--- src/rtl/assert_macros.svh ---
// ----------------------------------------------------------------------------
// Assertion macros
// Shared concurrent assertion forms, clocked on clk and disabled in reset.
// ----------------------------------------------------------------------------
`ifndef ASSERT_MACROS_SVH
`define ASSERT_MACROS_SVH

// Checks an implication on every rising edge of clk outside of reset.
`define RSTI_ASSERT(label, prop, msg) \
	label: assert property (@(posedge clk) disable iff (!arst_n) prop) else $error(msg);

// Checks that a condition seen at one edge leads to a consequence at the next.
`define RSTI_ASSERT_NEXT(label, ante, cons, msg) \
	label: assert property (@(posedge clk) disable iff (!arst_n) (ante) |=> (cons)) \
		else $error(msg);

`endif

--- src/rtl/rsti_pkg.sv ---
// ----------------------------------------------------------------------------
// rsti_pkg
// Types, constants and helper functions of the radix string converter.
// ----------------------------------------------------------------------------
package rsti_pkg;

	localparam int VALUE_BITS = 31;
	localparam int WIDE_BITS  = VALUE_BITS + 4;
	localparam logic [VALUE_BITS-1:0] VALUE_MAX = {VALUE_BITS{1'b1}};

	localparam logic [7:0] CHAR_ZERO   = 8'h30;
	localparam logic [7:0] CHAR_NINE   = 8'h39;
	localparam logic [7:0] CHAR_UPPER_A = 8'h41;
	localparam logic [7:0] CHAR_UPPER_F = 8'h46;
	localparam logic [7:0] CHAR_LOWER_A = 8'h61;
	localparam logic [7:0] CHAR_LOWER_F = 8'h66;
	localparam logic [3:0] TEN         = 4'd10;
	localparam logic [3:0] DIGITS_MAX  = 4'd15;

	typedef enum logic [1:0] {
		MODE_BIN = 2'd0,
		MODE_OCT = 2'd1,
		MODE_DEC = 2'd2,
		MODE_HEX = 2'd3
	} mode_t;

	// Powers of ten, 10^0 through 10^14.
	localparam logic [63:0] POW10 [15] = '{
		64'd1, 64'd10, 64'd100, 64'd1000, 64'd10000, 64'd100000, 64'd1000000,
		64'd10000000, 64'd100000000, 64'd1000000000, 64'd10000000000,
		64'd100000000000, 64'd1000000000000, 64'd10000000000000,
		64'd100000000000000
	};

	// Finished string handed from the accumulator to the output stage.
	typedef struct packed {
		logic [VALUE_BITS-1:0] value;
		logic                  legal;
		logic                  sat;
	} fin_t;

	// Numeric base selected by a mode code.
	function automatic logic [4:0] base_of(input mode_t mode);
		logic [4:0] b;
		unique case (mode)
			MODE_BIN: b = 5'd2;
			MODE_OCT: b = 5'd8;
			MODE_DEC: b = 5'd10;
			MODE_HEX: b = 5'd16;
			default:  b = 5'd16;
		endcase
		return b;
	endfunction

	// Number of decimal digits of v, at least one, capped at fifteen.
	function automatic logic [3:0] dec_digits(input logic [VALUE_BITS-1:0] v);
		logic [3:0]  n;
		logic [63:0] vw;
		n  = 4'd1;
		vw = 64'(v);
		for (int k = 1; k < 15; k++) begin
			n = n + 4'(vw >= POW10[k]);
		end
		return (n > DIGITS_MAX) ? DIGITS_MAX : n;
	endfunction

endpackage

--- src/rtl/rsti_accum.sv ---
// ----------------------------------------------------------------------------
// rsti_accum
// Request register, digit decode and saturating multiply-accumulate.
// ----------------------------------------------------------------------------
`include "assert_macros.svh"

module rsti_accum import rsti_pkg::*; (
	input  logic       clk,
	input  logic       arst_n,
	input  logic [7:0] symbol,
	input  logic [1:0] mode,
	input  logic       last,
	input  logic       req_valid,
	output logic       req_stall,
	output logic       fin_valid,
	output fin_t       fin,
	input  logic       fin_take
);

	logic                  valid_s1;
	logic [7:0]            symbol_s1;
	mode_t                 mode_s1;
	logic                  last_s1;

	logic [VALUE_BITS-1:0] acc_q;
	logic                  legal_q;
	logic                  ovf_q;

	logic                  valid_s2;
	fin_t                  fin_s2;

	logic                  s2_free;
	logic                  go_s1;
	logic                  req_take;
	logic [4:0]            base;
	logic [3:0]            dig;
	logic                  dig_ok;
	logic [WIDE_BITS-1:0]  acc_w;
	logic [WIDE_BITS-1:0]  prod;
	logic [WIDE_BITS-1:0]  sum;
	logic                  over;
	logic [VALUE_BITS-1:0] acc_nxt;
	logic                  legal_nxt;
	logic                  ovf_nxt;

	assign s2_free   = !valid_s2 || fin_take;
	assign go_s1     = valid_s1 && (!last_s1 || s2_free);
	assign req_stall = valid_s1 && !go_s1;
	assign req_take  = req_valid && !req_stall;

	// Decode the character for the base of its own step.
	always_comb begin
		base   = base_of(mode_s1);
		dig    = '0;
		dig_ok = 1'b0;
		if (symbol_s1 >= CHAR_ZERO && symbol_s1 <= CHAR_NINE) begin
			dig    = 4'(symbol_s1 - CHAR_ZERO);
			dig_ok = {1'b0, dig} < base;
		end else if (mode_s1 == MODE_HEX) begin
			if (symbol_s1 >= CHAR_UPPER_A && symbol_s1 <= CHAR_UPPER_F) begin
				dig    = 4'(symbol_s1 - CHAR_UPPER_A) + TEN;
				dig_ok = 1'b1;
			end else if (symbol_s1 >= CHAR_LOWER_A && symbol_s1 <= CHAR_LOWER_F) begin
				dig    = 4'(symbol_s1 - CHAR_LOWER_A) + TEN;
				dig_ok = 1'b1;
			end
		end
	end

	// Scale by the base with shifts; any bit above the value width means overflow.
	always_comb begin
		acc_w = WIDE_BITS'(acc_q);
		case (mode_s1)
			MODE_BIN: prod = acc_w << 1;
			MODE_OCT: prod = acc_w << 3;
			MODE_DEC: prod = (acc_w << 3) + (acc_w << 1);
			default:  prod = acc_w << 4;
		endcase
		sum  = prod + WIDE_BITS'(dig);
		over = |sum[WIDE_BITS-1:VALUE_BITS];

		acc_nxt   = acc_q;
		legal_nxt = legal_q;
		ovf_nxt   = ovf_q;
		if (dig_ok) begin
			if (over) begin
				acc_nxt = VALUE_MAX;
				ovf_nxt = 1'b1;
			end else begin
				acc_nxt = sum[VALUE_BITS-1:0];
			end
		end else begin
			legal_nxt = 1'b0;
		end
	end

	always_ff @(posedge clk or negedge arst_n) begin
		if (!arst_n) begin
			valid_s1 <= 1'b0;
			acc_q    <= '0;
			legal_q  <= 1'b1;
			ovf_q    <= 1'b0;
			valid_s2 <= 1'b0;
		end else begin
			if (req_take) begin
				valid_s1 <= 1'b1;
			end else if (go_s1) begin
				valid_s1 <= 1'b0;
			end
			if (go_s1) begin
				if (last_s1) begin
					acc_q   <= '0;
					legal_q <= 1'b1;
					ovf_q   <= 1'b0;
				end else begin
					acc_q   <= acc_nxt;
					legal_q <= legal_nxt;
					ovf_q   <= ovf_nxt;
				end
			end
			if (go_s1 && last_s1) begin
				valid_s2 <= 1'b1;
			end else if (fin_take) begin
				valid_s2 <= 1'b0;
			end
		end
	end

	always_ff @(posedge clk) begin
		if (req_take) begin
			symbol_s1 <= symbol;
			mode_s1   <= mode_t'(mode);
			last_s1   <= last;
		end
		if (go_s1 && last_s1) begin
			fin_s2.value <= legal_nxt ? acc_nxt : '0;
			fin_s2.legal <= legal_nxt;
			fin_s2.sat   <= legal_nxt && ovf_nxt;
		end
	end

	assign fin_valid = valid_s2;
	assign fin       = fin_s2;

	`RSTI_ASSERT_NEXT(a_state_cleared, go_s1 && last_s1,
		acc_q == '0 && legal_q && !ovf_q, "state not cleared after last character")
	`RSTI_ASSERT_NEXT(a_fin_held, valid_s2 && !fin_take,
		valid_s2 && $stable(fin_s2), "finished string lost while waiting")
	`RSTI_ASSERT(a_sat_clamped, valid_s2 && fin_s2.sat |-> fin_s2.legal && fin_s2.value == VALUE_MAX,
		"saturated result not clamped")

endmodule

--- src/rtl/rsti_digits.sv ---
// ----------------------------------------------------------------------------
// rsti_digits
// Decimal digit count and the result register.
// ----------------------------------------------------------------------------
`include "assert_macros.svh"

module rsti_digits import rsti_pkg::*; (
	input  logic                  clk,
	input  logic                  arst_n,
	input  logic                  fin_valid,
	input  fin_t                  fin,
	output logic                  fin_take,
	output logic                  res_valid,
	input  logic                  res_stall,
	output logic [VALUE_BITS-1:0] value,
	output logic [3:0]            digit_count,
	output logic                  valid_res,
	output logic                  saturated
);

	logic                  valid_q;
	logic [VALUE_BITS-1:0] value_q;
	logic [3:0]            count_q;
	logic                  legal_q;
	logic                  sat_q;
	logic                  room;

	assign room     = !valid_q || !res_stall;
	assign fin_take = fin_valid && room;

	always_ff @(posedge clk or negedge arst_n) begin
		if (!arst_n) begin
			valid_q <= 1'b0;
		end else if (room) begin
			valid_q <= fin_valid;
		end
	end

	always_ff @(posedge clk) begin
		if (fin_take) begin
			value_q <= fin.value;
			count_q <= dec_digits(fin.value);
			legal_q <= fin.legal;
			sat_q   <= fin.sat;
		end
	end

	assign res_valid   = valid_q;
	assign value       = value_q;
	assign digit_count = count_q;
	assign valid_res   = legal_q;
	assign saturated   = sat_q;

	`RSTI_ASSERT(a_count_range, valid_q |-> count_q >= 4'd1 && count_q <= DIGITS_MAX,
		"digit count out of range")
	`RSTI_ASSERT(a_illegal_zero, valid_q && !legal_q |-> value_q == '0 && count_q == 4'd1 && !sat_q,
		"illegal string must give zero")
	`RSTI_ASSERT_NEXT(a_take_loads, fin_take, valid_q, "taken string did not reach the output")

endmodule

--- src/rtl/radix_string_to_integer.sv ---
// ----------------------------------------------------------------------------
// radix_string_to_integer
// Converts an ASCII number string in base 2, 8, 10 or 16 into a binary value.
// ----------------------------------------------------------------------------
//
//   channel   direction  handshake             payload
//   request   in         req_valid/req_stall   symbol, mode, last
//   result    out        res_valid/res_stall   value, digit_count, valid_res, saturated
//
// One character is taken per clock cycle while req_stall is low; the
// multiply-accumulate is a single shift-and-add step on the character register, so
// strings stream back to back. A result passes the character, finished-string and
// output registers in turn. Reset is asynchronous and active low; it empties all
// stages and clears the accumulator. A stalled result holds the output register; only
// a last character finding both later registers full and stalled raises req_stall.
//
// Each character is decoded against the base of its own request. Digits fold
// into the accumulator as value = value * base + digit. If that would pass the
// largest representable value, the accumulator clamps there and the overflow
// flag is set for the rest of the string. A character that is not a legal
// digit of its base leaves the accumulator alone and marks the string bad; a
// bad string reports value zero, one digit and no saturation. Hex accepts
// both upper and lower case letters. The decimal digit count of the final
// value is computed in the output stage from a bank of constant compares.
// ----------------------------------------------------------------------------
module radix_string_to_integer import rsti_pkg::*; (
	input  logic                  clk,
	input  logic                  arst_n,
	input  logic                  req_valid,
	output logic                  req_stall,
	input  logic [7:0]            symbol,
	input  logic [1:0]            mode,
	input  logic                  last,
	output logic                  res_valid,
	input  logic                  res_stall,
	output logic [VALUE_BITS-1:0] value,
	output logic [3:0]            digit_count,
	output logic                  valid_res,
	output logic                  saturated
);

	// Finished string between the accumulator and the output register.
	logic fin_valid;
	fin_t fin;
	logic fin_take;

	rsti_accum u_accum (
		.clk       (clk),
		.arst_n    (arst_n),
		.symbol    (symbol),
		.mode      (mode),
		.last      (last),
		.req_valid (req_valid),
		.req_stall (req_stall),
		.fin_valid (fin_valid),
		.fin       (fin),
		.fin_take  (fin_take)
	);

	rsti_digits u_digits (
		.clk         (clk),
		.arst_n      (arst_n),
		.fin_valid   (fin_valid),
		.fin         (fin),
		.fin_take    (fin_take),
		.res_valid   (res_valid),
		.res_stall   (res_stall),
		.value       (value),
		.digit_count (digit_count),
		.valid_res   (valid_res),
		.saturated   (saturated)
	);

endmodule
--- config.mk ---
export PLATFORM = sky130hd
export DESIGN_NAME = radix_string_to_integer
export DESIGN_NICKNAME = d
export VERILOG_FILES = /design/src/rtl/rsti_pkg.sv /design/src/rtl/rsti_accum.sv /design/src/rtl/rsti_digits.sv /design/src/rtl/radix_string_to_integer.sv
export VERILOG_INCLUDE_DIRS = /design/src /design/src/rtl
export SDC_FILE = /design/constraint.sdc
export NUM_CORES = 1
export LEC_CHECK = 0
export BUFFER_PORTS_ARGS = -buffer_cell sky130_fd_sc_hd__buf_2
export CORE_ASPECT_RATIO = 1.1
export CORE_UTILIZATION = 25
export DETAILED_ROUTE_END_ITERATION = 16
export GPL_TIMING_DRIVEN = 0
export PLACE_DENSITY = 0.45
export REMOVE_ABC_BUFFERS = 1
export SYNTH_ARGS = -nofsm -noshare
export SYNTH_HDL_FRONTEND = slang
export SYNTH_SLANG_ARGS = --single-unit
--- constraint.sdc ---
create_clock -name clk -period 5.8 [get_ports clk]
set_input_delay 0.58 -clock clk [delete_from_list [all_inputs] [get_ports clk]]
set_output_delay 0.58 -clock clk [all_outputs]
set_load 0.05 [all_outputs]
### After elaboration in Yosys (flattened, before gate mapping)

Cells that the tools add are included.

| word-level totals | value |
|---|---|
| flip-flop bits (word level) | 117 |
| bits in latches | 0 |
| memory bits (writable) | 0 |
| ROM bits | 0 |
| input port bits | 15 |
| output and inout port bits | 39 |
| logic and storage cells | 96 |
| memories kept | 0 |

| cells by class | value |
|---|---|
| add/sub/neg operators | 16 |
| multipliers | 0 |
| divide/modulo/power cells | 0 |
| order comparisons | 17 |
| eq/ne operators | 3 |
| shifts and indexed selects | 0 |
| muxes and demuxes | 22 |
| bitwise operators | 0 |
| reductions and logical operators | 22 |

Operator list:

| cell | count |
|---|---|
| case mux 35 bit (3 select lines) | 1 |
| two-way mux 31 bit | 3 |
| adder 34 x 32 -> 35 bit | 1 |
| adder 35 x 4 -> 35 bit | 1 |
| adder 4 x 1 -> 4 bit | 8 |
| >= comparator 31 x 10 -> 1 bit (second input constant) | 1 |
| >= comparator 31 x 14 -> 1 bit (second input constant) | 1 |
| >= comparator 31 x 17 -> 1 bit (second input constant) | 1 |
| >= comparator 31 x 20 -> 1 bit (second input constant) | 1 |
| >= comparator 31 x 24 -> 1 bit (second input constant) | 1 |
| >= comparator 31 x 27 -> 1 bit (second input constant) | 1 |
| >= comparator 31 x 30 -> 1 bit (second input constant) | 1 |
| >= comparator 31 x 4 -> 1 bit (second input constant) | 1 |
| >= comparator 31 x 7 -> 1 bit (second input constant) | 1 |
| case mux 5 bit (4 select lines) | 1 |
| >= comparator 8 x 7 -> 1 bit (second input constant) | 2 |
| less-or-equal comparator 8 x 7 -> 1 bit (second input constant) | 2 |
| two-way mux 4 bit | 4 |
| two-way mux 1 bit | 13 |
| subtractor 4 x 1 -> 4 bit (second input constant) | 3 |
| logical AND 1 bit | 9 |
| adder 4 bit (second input constant) | 2 |
| >= comparator 8 x 6 -> 1 bit (second input constant) | 1 |
| less-or-equal comparator 8 x 6 -> 1 bit (second input constant) | 1 |
| 10 further kinds | 19 |

### Longest topological paths before layout

Gate-level depths: netlist of run 1.

| depth | value |
|---|---|
| depth after elaboration | 11 |
| mapped depth | 24 |
| depth with buffers taken out | 18 |

### Cells and area by module

Synthesis of run 1 repeated with hierarchy kept, for this count alone.

| unflattened totals | value |
|---|---|
| cells, all modules | 972 |
| area total of the unflattened synthesis | 8,947.3 um^2 |

By module, submodules not included:

| module | instances | cells each | area each (um^2) | sequential area each (um^2) |
|---|---|---|---|---|
| rsti_accum | 1 | 842 | 7,139.3 | 2,198.4 |
| rsti_digits | 1 | 130 | 1,808.0 | 1,136.1 |

### Least setup slack after synthesis of run 1

Ideal clock, no wire load.

| timing path | value |
|---|---|
| kind | reg-to-reg |
| start | register u_accum.fin_s2 (netlist bit u_accum.fin[30]) |
| end | register u_digits.count_q[2] (netlist: u_digits.digit_count[2]) (data pin) |
| setup time | 258 ps |
| data arrival time | 5,468 ps |
| setup slack | 74 ps |
| cell stages (with the launch flop) | 16 |
| period minus slack after synthesis | 5,726 ps |
| path through | edfxtp_1 > or4_1 > or4_1 > or4b_2 > or4_1 > nor4_1 > and4_1 > o21ai_0 > fa_1 > inv_1 > fa_1 > inv_1 > fa_1 > fa_1 > fa_1 > xnor2_1 |

| between the ends | value |
|---|---|
| cells in the longest elaborated chain, start to end | 11 |

RTL lines:

| element | RTL line | text |
|---|---|---|
| from (decl) | rsti_accum.sv:30 | `fin_t fin_s2;` |
| >= comparator 31 x 4 -> 1 bit | rsti_pkg.sv:62 | `n = n + 4'(vw >= POW10[k]);` |
| adder 1 x 1 -> 2 bit | rsti_pkg.sv:62 |  |
| adder 4 x 1 -> 4 bit (7 in series) | rsti_pkg.sv:62 |  |
| adder 4 x 1 -> 4 bit * | rsti_pkg.sv:62 |  |
| greater-than comparator 4 bit | rsti_pkg.sv:64 | `return (n > DIGITS_MAX) ? DIGITS_MAX : n;` |
| to (signal assigned) | rsti_digits.sv:42 | `count_q <= dec_digits(fin.value);` |
| to (decl) | rsti_digits.sv:23 | `logic [3:0] count_q;` |

Mark *: on every way between the ends. The rest lies on a longest branch, timed or not.
A chain may end at the register's enable or synchronous reset.

### Worst setup path in the final report of run 1

Ends and elaborated chain as after synthesis.

==> results.py, run 1 <==
metrics = {
    "grt": {
        "antenna_found_initial": 0,
        "first_global_vias": 8110,
        "global_route.usage.total_pct": 15.6,
        "grt_first_pass_wirelength_um": 45700,
        "largest_net_degree_at_the_start_of_global_routing": 42,
        "overflow": 0,
    },
    "clock_network": {
        "cts_hold_buffers": 0,
        "cts.sink_count": 117,
        "cts.path.max_buffers": 2,
        "cts_tree": "done",
        "tritoncts.num_buffers": 17,
        "root_buffer": "clkbuf_16",
        "cts_htree_levels": 4,
        "clk_latency_ns": 0.42,
        "worst_setup_hold_path_clk_slew_ns": 0.06,
    },
    "finish": {
        "antenna_cells": 0,
        "share_of_cells_above_drive_strength_1_pct": 16.1,
        "areaGrowthSynthToFinish_pct": 16.8,
        "stdcell_area_sq_um": 10800,
        "design.final.nets": 1132,
        "stdcell_count": 1563,
        "num-fill-cells": 3902,
    },
    "placement": {
        "dp_worst_setup_slack_ns": -1.05,
        "place.port_buffers": 53,
        "dpl-instance-area_sq_um": 10000,
        "dpl.cell_count": 1516,
        "routabilityCongestion": 0.785,
        "place_hpwl_um": 21100,
    },
    "power": {
        "power.ir.vdd_worst_mv": 0.146,
        "totalPowerFinal_mw": 2.38,
        "pwr_density_nw_per_um2": 220,
        "leakagePower_nw": 4.05,
    },
    "critical_path": {
        "critPathTopFamily": "simple AND/OR/NAND/NOR gates",
        "worst_ep_arrival_time_ns": 5.81,
        "timing.critical_path.fanout_max": 3,
        "worst_ep_required_time_ns": 5.95,
        "setup.worst_path.class": "register to register",
        "crit_path_top_delay_cell": "or4_4",
        "slowest_delay_ns": 0.56,
        "crit_chain": "or4_4 > or4_4 > or4b_4 > or4_4 > nor4_4 > and4_1 > o21ai_0 > fa_1 > inv_1 > fa_1 > inv_1 > fa_1 > fa_2 > fa_1 > xnor2_1",
        "startpoint_type": "register",
        "sort_of_element_at_the_end_of_the_critical_path": "register",
        "critPathMostFrequentCell": "fa_1",
        "worst_r2r_startpoint": "u_accum.fin[30]",
        "launch_point_of_the_worst_path": "u_accum.fin[30]",
        "crit_buf_inv": 2,
    },
    "logic_synthesis": {
        "synthCells": 1031,
        "yosys_most_used_dff": "edfxtp_1",
        "synth_seq_cells": 117,
        "synth_seq_area_share_pct": 36.0,
        "syn-cell-area_sq_um": 9260,
        "async_flop_share_pct": 30.8,
        "synth_edf_count": 81,
        "syn_avg_cell_area_sq_um": 8.98,
        "synth.lib_cells_used.distinct": 90,
        "ys_warnings": 0,
    },
    "timing": {
        "finalHoldViolCount": 0,
        "maxClockFrequency_mhz": 177,
        "slew_violations": 0,
        "timing.final.ws_setup_ns": 0.140,
        "setup_violations": 0,
        "transition_time_of_the_tightest_slew_check_pin_ns": 1.29,
        "timing.final.crit_period_ns": 5.66,
        "timing.max_slew.rel_slack_pct": 14.0,
        "layout_worst_path_cycle_share_pct": 97.6,
        "unrepaired_setup_endpoints_after_global_routing": "no",
        "worst_clock_skew_ns": 0.0108,
    },
    "floorplan": {
        "width_of_the_die_um": 185,
        "core_area_sq_um": 36400,
        "floorplan.die_area_sq_um": 37800,
        "die_h_um": 204,
        "rows": 73,
        "initial_utilization_pct": 25.5,
        "number_of_top_level_pins": 54,
    },
    "drt": {
        "routed_wire_length_um": 29100,
        "vias_per_cell": 5.34,
        "num_vias": 8350,
        "dr.first_iter.drc_count": 546,
        "drt-pass1-iter-count": 4,
        "antenna_left": 0,
        "post_drt_wl_per_cell_um": 18.6,
        "drc_errors": 0,
    },
    "min_path": {
        "hp-class": "input port to asynchronous set/reset pin",
    },
    "status": {
        "run_status": "finished, final reports clean",
    },
    "flow_run": {
        "max_cap_viol_count": 0,
    },
}
## worst paths after layout
path                                           end  slack [ns]  depth (start not counted)
setup / recovery           u_digits.digit_count[2]        0.14                         15
hold / removal                   u_accum.acc_q[15]        0.28                          1
setup reg to reg           u_digits.digit_count[2]        0.14                         15
hold reg to reg                 u_digits.valid_res        0.42                          0
max in group asynchronous            u_accum.ovf_q        4.92                          1
min in group clk              u_accum.symbol_s1[7]        0.34                          1
## layout by cell type (no fill, tap or decap), types with 12 or more instances in the layout
cell,count
a211oi_1,19
a21boi_0,15
a21o_1,15
a21oi_1,96
a221o_1,12
a221oi_1,17
buf_2,54
buf_4,12
clkbuf_16,18
dfrtp_1,35
edfxtp_1,81
ha_1,42
inv_1,31
nand2_1,101
nand2b_1,22
nand3_1,20
nand4_1,16
nor2_1,78
nor3_1,32
o211ai_1,14
o21ai_0,55
xnor2_1,22
## power by group
part	switching, mW	internal (mW)
Sequential	0.0443	0.943
Clock	0.372	0.619
Combinational	0.277	0.123
Total	0.693	1.69
## cell usage after synthesis (all sizes together) (15+ instances only)
library cell,number,area [sq um]
edfxtp,81,2430
a21oi,107,573
nand4,17,113
clkbuf,38,143
nand2,103,387
nand3,22,115
dfrtp,35,876
a221oi,21,209
buf,24,144
nor3,33,165
inv,32,120
nand2b,22,138
a21o,15,113
o21ai,67,335
ha,46,576
nor2,78,293
a21boi,17,128
a211oi,23,193
xnor2,22,193
## registers in the layout (all words and copies together) (netlist names)
signal	flops
u_digits.digit_count	4
u_digits.saturated	1
u_accum.legal_q	1
u_accum.valid_s1	1
u_accum.fin	33
u_accum.ovf_q	1
u_accum.mode_s1	2
u_digits.res_valid	1
u_digits.valid_res	1
u_accum.acc_q	31
u_accum.symbol_s1	8
u_accum.last_s1	1
u_digits.value	31
u_accum.fin_valid	1
## stage by stage
stage | setup TNS [ns] | utilization (%) | hold slack, ns
6_report | 0 | 29.7 | 0.276
2_1_floorplan | -13.07 | - | 0.284
4_1_cts | -0.0175 | 29.4 | 0.319
3_3_place_gp | -160.07 | 27.1 | 0.405
5_1_grt | 0 | 29.7 | 0.321
3_5_place_dp | -41.97 | 27.6 | 0.408
## per-layer routing
layer / share of wire [%] / up-vias / routed length [um] / track usage (%)
met5: 0 / - / 0 / 0
met4: 2.4 / 0 / 712 / 5.90
met3: 3.7 / 43 / 1080 / 1.84
met2: 49 / 227 / 14200 / 26.7
met1: 45 / 4058 / 13100 / 20.1
li1: - / 4022 / - / -
## cells by family after synthesis
group | share of synthesized area [%]
simple gates | 20.7
compound gates | 27.2
flops | 36.0
buf+inv | 4.39
fa+ha+maj | 7.95
xor+xnor | 2.93
mux | 0.811
## layout make-up
type / count / area, sq um / share of cell area, %
multi-input combinational: 821 / 5690 / 52.6
sequential: 117 / 3330 / 30.8
tap: 487 / 609 / 5.63
timing repair buffer: 73 / 499 / 4.62
clock buffer: 23 / 478 / 4.42
inverter: 32 / 124 / 1.15
clock inverter: 9 / 78.8 / 0.729
timing repair inverter: 1 / 5.00 / 0.0463
## timing repair
| action | 4_1_cts | 5_1_grt |
|---|---|---|
| pin swaps | 5 | 8 |
| setup buffers | 5 | 8 |
| cloned | 1 | 1 |
| endpoints found under the setup margin | 66 | 60 |
| gates resized for setup | 15 | 11 |
## worst reg2reg max path: cells and delay by family (launching register included)
kind | cells | cell delay (ns)
xor+xnor | 1 | 0.15
compound gates | 1 | 0.12
fa+ha+maj | 5 | 2.25
flops | 1 | 0.39
buf+inv | 2 | 0.11
simple gates | 6 | 2.39
Power figures use the tool's default switching activity.
==> run 2: changes to the inputs <==
- ABC_AREA: not set -> 1
==> run 2 against run 1 <==
- sequential cell count stayed put
- design area is 3.8% higher
- die area grew 7.1%
- largest cell class unchanged
==> results.py, run 2 <==
metrics = {
    "placement": {
        "place.port_buffers": 53,
        "routabilityCongestion": 0.818,
        "place_hpwl_um": 21300,
        "dpl.cell_count": 1977,
        "dpl-instance-area_sq_um": 10600,
        "dp_worst_setup_slack_ns": 0.316,
    },
    "critical_path": {
        "startpoint_type": "register",
        "setup.worst_path.class": "register to register",
        "worst_r2r_startpoint": "u_accum.mode_s1[0]",
        "r2r_end": "u_accum.fin[3]",
        "sort_of_element_at_the_end_of_the_critical_path": "register",
        "worst_ep_required_time_ns": 5.97,
        "r2r_cells": 24,
        "worst_ep_arrival_time_ns": 5.31,
        "timing.reg2reg.setup_slack_ns": 0.66,
        "timing.critical_path.fanout_max": 32,
    },
    "logic_synthesis": {
        "yosys_most_used_dff": "edfxtp_1",
        "synth_top_cells_by_area": "edfxtp_1 (25%), nand2_1 (18%), inv_1 (9.1%)",
        "async_flop_share_pct": 30.8,
        "synth_most_common_cell": "nand2_1",
        "synthCells": 1454,
        "yosysTopAreaCellShare_pct": 24.5,
        "syn_avg_cell_area_sq_um": 6.82,
        "synth_edf_count": 81,
        "synth_seq_area_share_pct": 33.6,
        "synth_common_cells": "nand2_1 (485), inv_1 (241), nor2_1 (161)",
        "synth.lib_cells_used.distinct": 54,
        "synth_seq_cells": 117,
        "syn-cell-area_sq_um": 9920,
        "synth_area_leader_cell": "edfxtp_1",
        "ys_warnings": 0,
    },
    "timing": {
        "setup_violations": 0,
        "timing.final.ws_setup_ns": 0.665,
        "slew_violations": 0,
        "timing.final.crit_period_ns": 5.14,
        "unrepaired_setup_endpoints_after_global_routing": "no",
        "transition_time_of_the_tightest_slew_check_pin_ns": 1.22,
        "layout_worst_path_cycle_share_pct": 88.5,
        "maxClockFrequency_mhz": 195,
        "worst_clock_skew_ns": 0.00913,
        "timing.max_slew.rel_slack_pct": 18.6,
        "finalHoldViolCount": 0,
    },
    "flow_run": {
        "max_cap_viol_count": 0,
    },
    "finish": {
        "share_of_cells_above_drive_strength_1_pct": 8.92,
        "antenna_cells": 0,
        "stdcell_area_sq_um": 11200,
        "commonest_non_fill_non_tap_cells_in_the_layout": "nand2_1 (485), inv_1 (241), nor2_1 (161), nand3_1 (101), edfxtp_1 (81)",
        "largest_register_ffs": 33,
        "stdcell_count": 2009,
        "final-seq-area_sq_um": 3330,
        "num-fill-cells": 4373,
        "multiInputGateArea_sq_um": 5440,
        "areaGrowthSynthToFinish_pct": 13.2,
        "most_common_library_cell_in_the_layout_ignoring_fill_and_taps": "nand2_1",
        "layout.core_utilization_pct": 28.7,
        "design.final.nets": 1558,
    },
    "power": {
        "clockPowerShare_pct": 42.4,
        "leakagePower_nw": 5.48,
        "internal_power_mw": 1.73,
        "netSwitchingFraction_pct": 30.6,
        "power.ir.vdd_worst_mv": 0.237,
        "share_comb_of_total_power_pct": 17.3,
        "pwr_density_nw_per_um2": 222,
        "net-switching-power_mw": 0.764,
        "seq_power_share_pct": 40.3,
    },
    "status": {
        "run_status": "finished, final reports clean",
    },
    "grt": {
        "largest_net_degree_at_the_start_of_global_routing": 44,
        "global_route.usage.total_pct": 13.9,
        "antenna_found_initial": 0,
        "grt_first_pass_wirelength_um": 44000,
        "first_global_vias": 8554,
        "overflow": 0,
    },
    "floorplan": {
        "die_h_um": 211,
        "number_of_top_level_pins": 54,
        "width_of_the_die_um": 192,
        "core_area_sq_um": 39200,
        "initial_utilization_pct": 25.3,
        "rows": 76,
        "floorplan.die_area_sq_um": 40500,
    },
    "drt": {
        "num_vias": 9033,
        "routed_wire_length_um": 27100,
        "post_drt_wl_per_cell_um": 13.5,
        "drc_errors": 0,
        "antenna_left": 0,
        "drt-pass1-iter-count": 5,
        "vias_per_cell": 4.50,
        "dr.first_iter.drc_count": 479,
    },
    "clock_network": {
        "cts.sink_count": 117,
        "tritoncts.num_buffers": 17,
        "cts_hold_buffers": 0,
        "cts.path.max_buffers": 2,
        "post_cts_buffers": 0,
        "cts_htree_levels": 4,
        "clk_latency_ns": 0.43,
        "postCtsResizedCells": 0,
        "cts_tree": "done",
        "worst_setup_hold_path_clk_slew_ns": 0.06,
        "root_buffer": "clkbuf_16",
    },
    "min_path": {
        "hp-class": "input port to asynchronous set/reset pin",
    },
}
-- run 2: cells by family after synthesis --
kind of cell,after synthesis,synth area share (%)
AO/OA/AOI/OAI,125,7.82
XOR/XNOR,28,2.47
adder cells (fa/ha/maj),54,7.41
buffers and inverters,289,11.8
flip-flops,117,33.6
multiplexers,1,0.101
AND/OR/NAND/NOR,840,36.8
-- run 2: worst max path at each step --
| stage | from | endpoint | slack, ns | depth (start not counted) |
|---|---|---|---|---|
| finish | u_accum.mode_s1[0] | u_accum.fin[3] | 0.66 | 24 |
| detailed placement | u_accum.mode_s1[0] | u_accum.fin[3] | 0.32 | 25 |
| CTS | u_accum.mode_s1[0] | u_accum.fin[3] | 0.29 | 25 |
| global placement | u_accum.mode_s1[0] | u_accum.fin[3] | -0.31 | 22 |
| floorplan | u_accum.mode_s1[0] | u_accum.fin[13] | 1.11 | 25 |
| global route | u_accum.mode_s1[0] | u_accum.fin[3] | 0.10 | 25 |
-- run 2: critical path, cell delays in order, from the launching register on --
cell      delay [ns]
edfxtp_1        0.51
inv_1           0.16
ha_1            0.92
nand2_1         0.11
o211ai_1        0.13
nand2_1         0.06
inv_1           0.07
ha_1            0.19
nand3_1         0.08
nand3_1         0.10
nand3_1         0.15
nor2_4          0.14
nand4_1         0.15
nor2_2          0.16
nand3_2         0.13
nor2_4          0.16
nand3_4         0.13
nor2_4          0.15
nand3_1         0.09
nand2_1         0.07
nand2_1         0.08
nor2_4          0.62
nand4_1         0.31
inv_1           0.13
nor2_1          0.05
-- run 2: per-layer routing --
metal  GRT usage (%)  wire length (um)
met1            17.3             12300
met3            1.78               805
met2            24.1             13300
met5               0                 0
met4            5.42               692
-- run 2: cell type report --
type	count	share of cell area (%)
multi-input cells	1048	48.5
flip-flops and latches	117	29.7
clock inverters	11	1.13
well taps	507	5.65
clock buffers	21	4.10
inverters	251	8.39
repair buffers	54	2.54
-- run 2: stage by stage --
| stage | hold slack (ns) | power (mW) | setup TNS [ns] |
|---|---|---|---|
| finish | 0.276 | 2.49 | 0 |
| global placement | 0.408 | 1.45 | -9.10 |
| floorplan | 0.284 | 1.33 | 0 |
| detailed placement | 0.414 | 1.46 | 0 |
| global route | 0.303 | 2.61 | 0 |
| CTS | 0.302 | 2.52 | 0 |
-- run 2: power groups by stage --
stage                     Combinational (mW)  Clock, mW  Sequential [mW]
final                                  0.431       1.06             1.01
after floorplan                        0.260          0             1.07
after detailed placement               0.434          0             1.02
after global placement                 0.427          0             1.02
after CTS                              0.435       1.08             1.01
after global routing                   0.484       1.11             1.01
==> run 3: changes to the inputs <==
- CORE_ASPECT_RATIO: 1.1 -> 0.9
==> run 3 against run 2 <==
- non-clock buffer count up 1
- via count up 1.9%
- maximum frequency down 1.7%
- design area up 0.22%
- worst setup slack worse by 0.088 ns
- worst hold slack better by 0.017 ns
- critical path depth unchanged
- final cell count up 0.95%
- sequential cell count unchanged
- sequential power about the same
- largest cell class unchanged
- largest power group unchanged
==> results.py, run 3 (synthesized netlist as in run 2, its figures left out) <==
metrics = {
    "status": {
        "run_status": "finished, final reports clean",
    },
    "power": {
        "totalPowerFinal_mw": 2.48,
        "share_comb_of_total_power_pct": 17.7,
        "pwr_density_nw_per_um2": 221,
        "net-switching-power_mw": 0.778,
        "netSwitchingFraction_pct": 31.4,
        "seq_power_share_pct": 40.6,
        "leakagePower_nw": 5.47,
        "clockPowerShare_pct": 41.7,
        "power.ir.vdd_worst_mv": 0.168,
        "internal_power_mw": 1.70,
    },
    "grt": {
        "first_global_vias": 8696,
        "global_route.usage.total_pct": 14.8,
        "grt_first_pass_wirelength_um": 46800,
        "overflow": 0,
        "largest_net_degree_at_the_start_of_global_routing": 44,
        "antenna_found_initial": 0,
    },
    "finish": {
        "commonest_non_fill_non_tap_cells_in_the_layout": "nand2_1 (485), inv_1 (240), nor2_1 (161), nand3_1 (101), edfxtp_1 (81)",
        "largest_register_ffs": 33,
        "antenna_cells": 0,
        "share_of_cells_above_drive_strength_1_pct": 8.92,
        "areaGrowthSynthToFinish_pct": 13.4,
        "num-fill-cells": 4285,
        "design.final.nets": 1559,
        "stdcell_area_sq_um": 11300,
        "layout.core_utilization_pct": 29.1,
        "final-seq-area_sq_um": 3330,
        "multiInputGateArea_sq_um": 5450,
        "most_common_library_cell_in_the_layout_ignoring_fill_and_taps": "nand2_1",
    },
    "critical_path": {
        "r2r_cells": 24,
        "worst_r2r_startpoint": "u_accum.mode_s1[1]",
        "startpoint_type": "register",
        "timing.reg2reg.setup_slack_ns": 0.58,
        "setup.worst_path.class": "register to register",
        "worst_ep_arrival_time_ns": 5.40,
        "worst_ep_required_time_ns": 5.98,
        "r2r_end": "u_accum.fin[3]",
        "sort_of_element_at_the_end_of_the_critical_path": "register",
        "timing.critical_path.fanout_max": 32,
        "launch_point_of_the_worst_path": "u_accum.mode_s1[1]",
        "worst_setup_path_endpoint": "u_accum.fin[3]",
    },
    "drt": {
        "antenna_left": 0,
        "drt-pass1-iter-count": 5,
        "vias_per_cell": 4.54,
        "routed_wire_length_um": 29000,
        "dr.first_iter.drc_count": 589,
        "post_drt_wl_per_cell_um": 14.3,
        "drc_errors": 0,
        "num_vias": 9208,
    },
    "timing": {
        "timing.max_slew.rel_slack_pct": 18.9,
        "unrepaired_setup_endpoints_after_global_routing": "no",
        "transition_time_of_the_tightest_slew_check_pin_ns": 1.21,
        "timing.final.crit_period_ns": 5.22,
        "maxClockFrequency_mhz": 191,
        "slew_violations": 0,
        "finalHoldViolCount": 0,
        "layout_worst_path_cycle_share_pct": 90.1,
        "setup_violations": 0,
        "worst_clock_skew_ns": 0.0156,
    },
    "floorplan": {
        "floorplan.die_area_sq_um": 40500,
        "number_of_top_level_pins": 54,
        "width_of_the_die_um": 212,
        "core_area_sq_um": 38700,
        "initial_utilization_pct": 25.6,
        "rows": 68,
        "die_h_um": 191,
    },
    "clock_network": {
        "tritoncts.num_buffers": 17,
        "cts_hold_buffers": 0,
        "root_buffer": "clkbuf_16",
        "cts_tree": "done",
        "cts_htree_levels": 4,
        "worst_setup_hold_path_clk_slew_ns": 0.06,
        "cts.sink_count": 117,
        "cts.path.max_buffers": 2,
        "post_cts_buffers": 0,
        "clk_latency_ns": 0.44,
    },
    "placement": {
        "place_hpwl_um": 22100,
        "routabilityCongestion": 0.859,
        "dpl-instance-area_sq_um": 10700,
        "place.port_buffers": 53,
    },
    "min_path": {
        "hp-class": "input port to asynchronous set/reset pin",
    },
    "flow_run": {
        "max_cap_viol_count": 0,
    },
}
[run 3: worst min-delay path by stage]
stage	from	to	slack (ns)	depth (start not counted)
3_3_place_gp	u_accum.fin[1]	u_digits.valid_res	0.42	0
2_1_floorplan	arst_n	u_accum.acc_q[0]	0.28	0
6_report	arst_n	u_accum.acc_q[25]	0.29	1
5_1_grt	symbol[5]	u_accum.symbol_s1[5]	0.29	1
4_1_cts	symbol[4]	u_accum.symbol_s1[4]	0.29	1
3_5_place_dp	u_accum.fin[2]	u_digits.value[0]	0.41	0
[run 3: routing by layer]
layer,wire [um],GRT usage (%),up-vias
li1,-,-,4726
met1,14700,21.2,4266
met2,12900,23.1,198
met3,1200,2.76,18
met4,272,3.04,0
met5,0,0,-
[run 3: what timing repair did]
action / CTS / global route
hold endpoints to repair: 0 / 0
resized for setup: 0 / 2
endpoints found under the setup margin: 0 / 63
[run 3: layout make-up]
class / count / area share (%)
Tap cell: 525 / 5.84
Timing Repair Buffer: 55 / 2.71
Clock inverter: 13 / 1.19
Clock buffer: 19 / 3.85
Sequential cell: 117 / 29.6
Inverter: 251 / 8.37
Multi-Input combinational cell: 1048 / 48.4
[run 3: stage by stage]
stage | hold WS (ns) | std cells | setup slack (ns) | TNS, ns
floorplan | 0.284 | 1416 | 1.11 | 0
global placement | 0.421 | 1994 | -0.410 | -10.95
detailed placement | 0.410 | 1995 | 0.142 | 0
CTS | 0.288 | 2027 | 0.128 | 0
global route | 0.291 | 2028 | 0.0100 | 0
finish | 0.293 | 2028 | 0.577 | 0
[run 3: worst max-delay path: stages (launching register included)]
cell      delay, ns
edfxtp_1       0.47
inv_1          0.12
ha_1           0.92
inv_2          0.10
o211ai_1       0.21
nand2_1        0.07
inv_1          0.07
ha_1           0.19
nand3_1        0.08
nand3_1        0.11
nand3_1        0.15
nor2_4         0.13
nand4_1        0.16
nor2_2         0.16
nand3_2        0.13
nor2_4         0.16
nand3_4        0.13
nor2_4         0.15
nand3_1        0.09
nand2_1        0.07
nand2_1        0.07
nor2_4         0.69
nand4_1        0.32
inv_1          0.13
nor2_1         0.05
[run 3: power by group through the flow]
stage	registers (mW)	clock network, mW	logic [mW]
6_report	1.01	1.04	0.440
5_1_grt	1.01	1.10	0.493
2_1_floorplan	1.07	0	0.260
3_3_place_gp	1.03	0	0.434
4_1_cts	1.01	1.06	0.442
3_5_place_dp	1.02	0	0.441
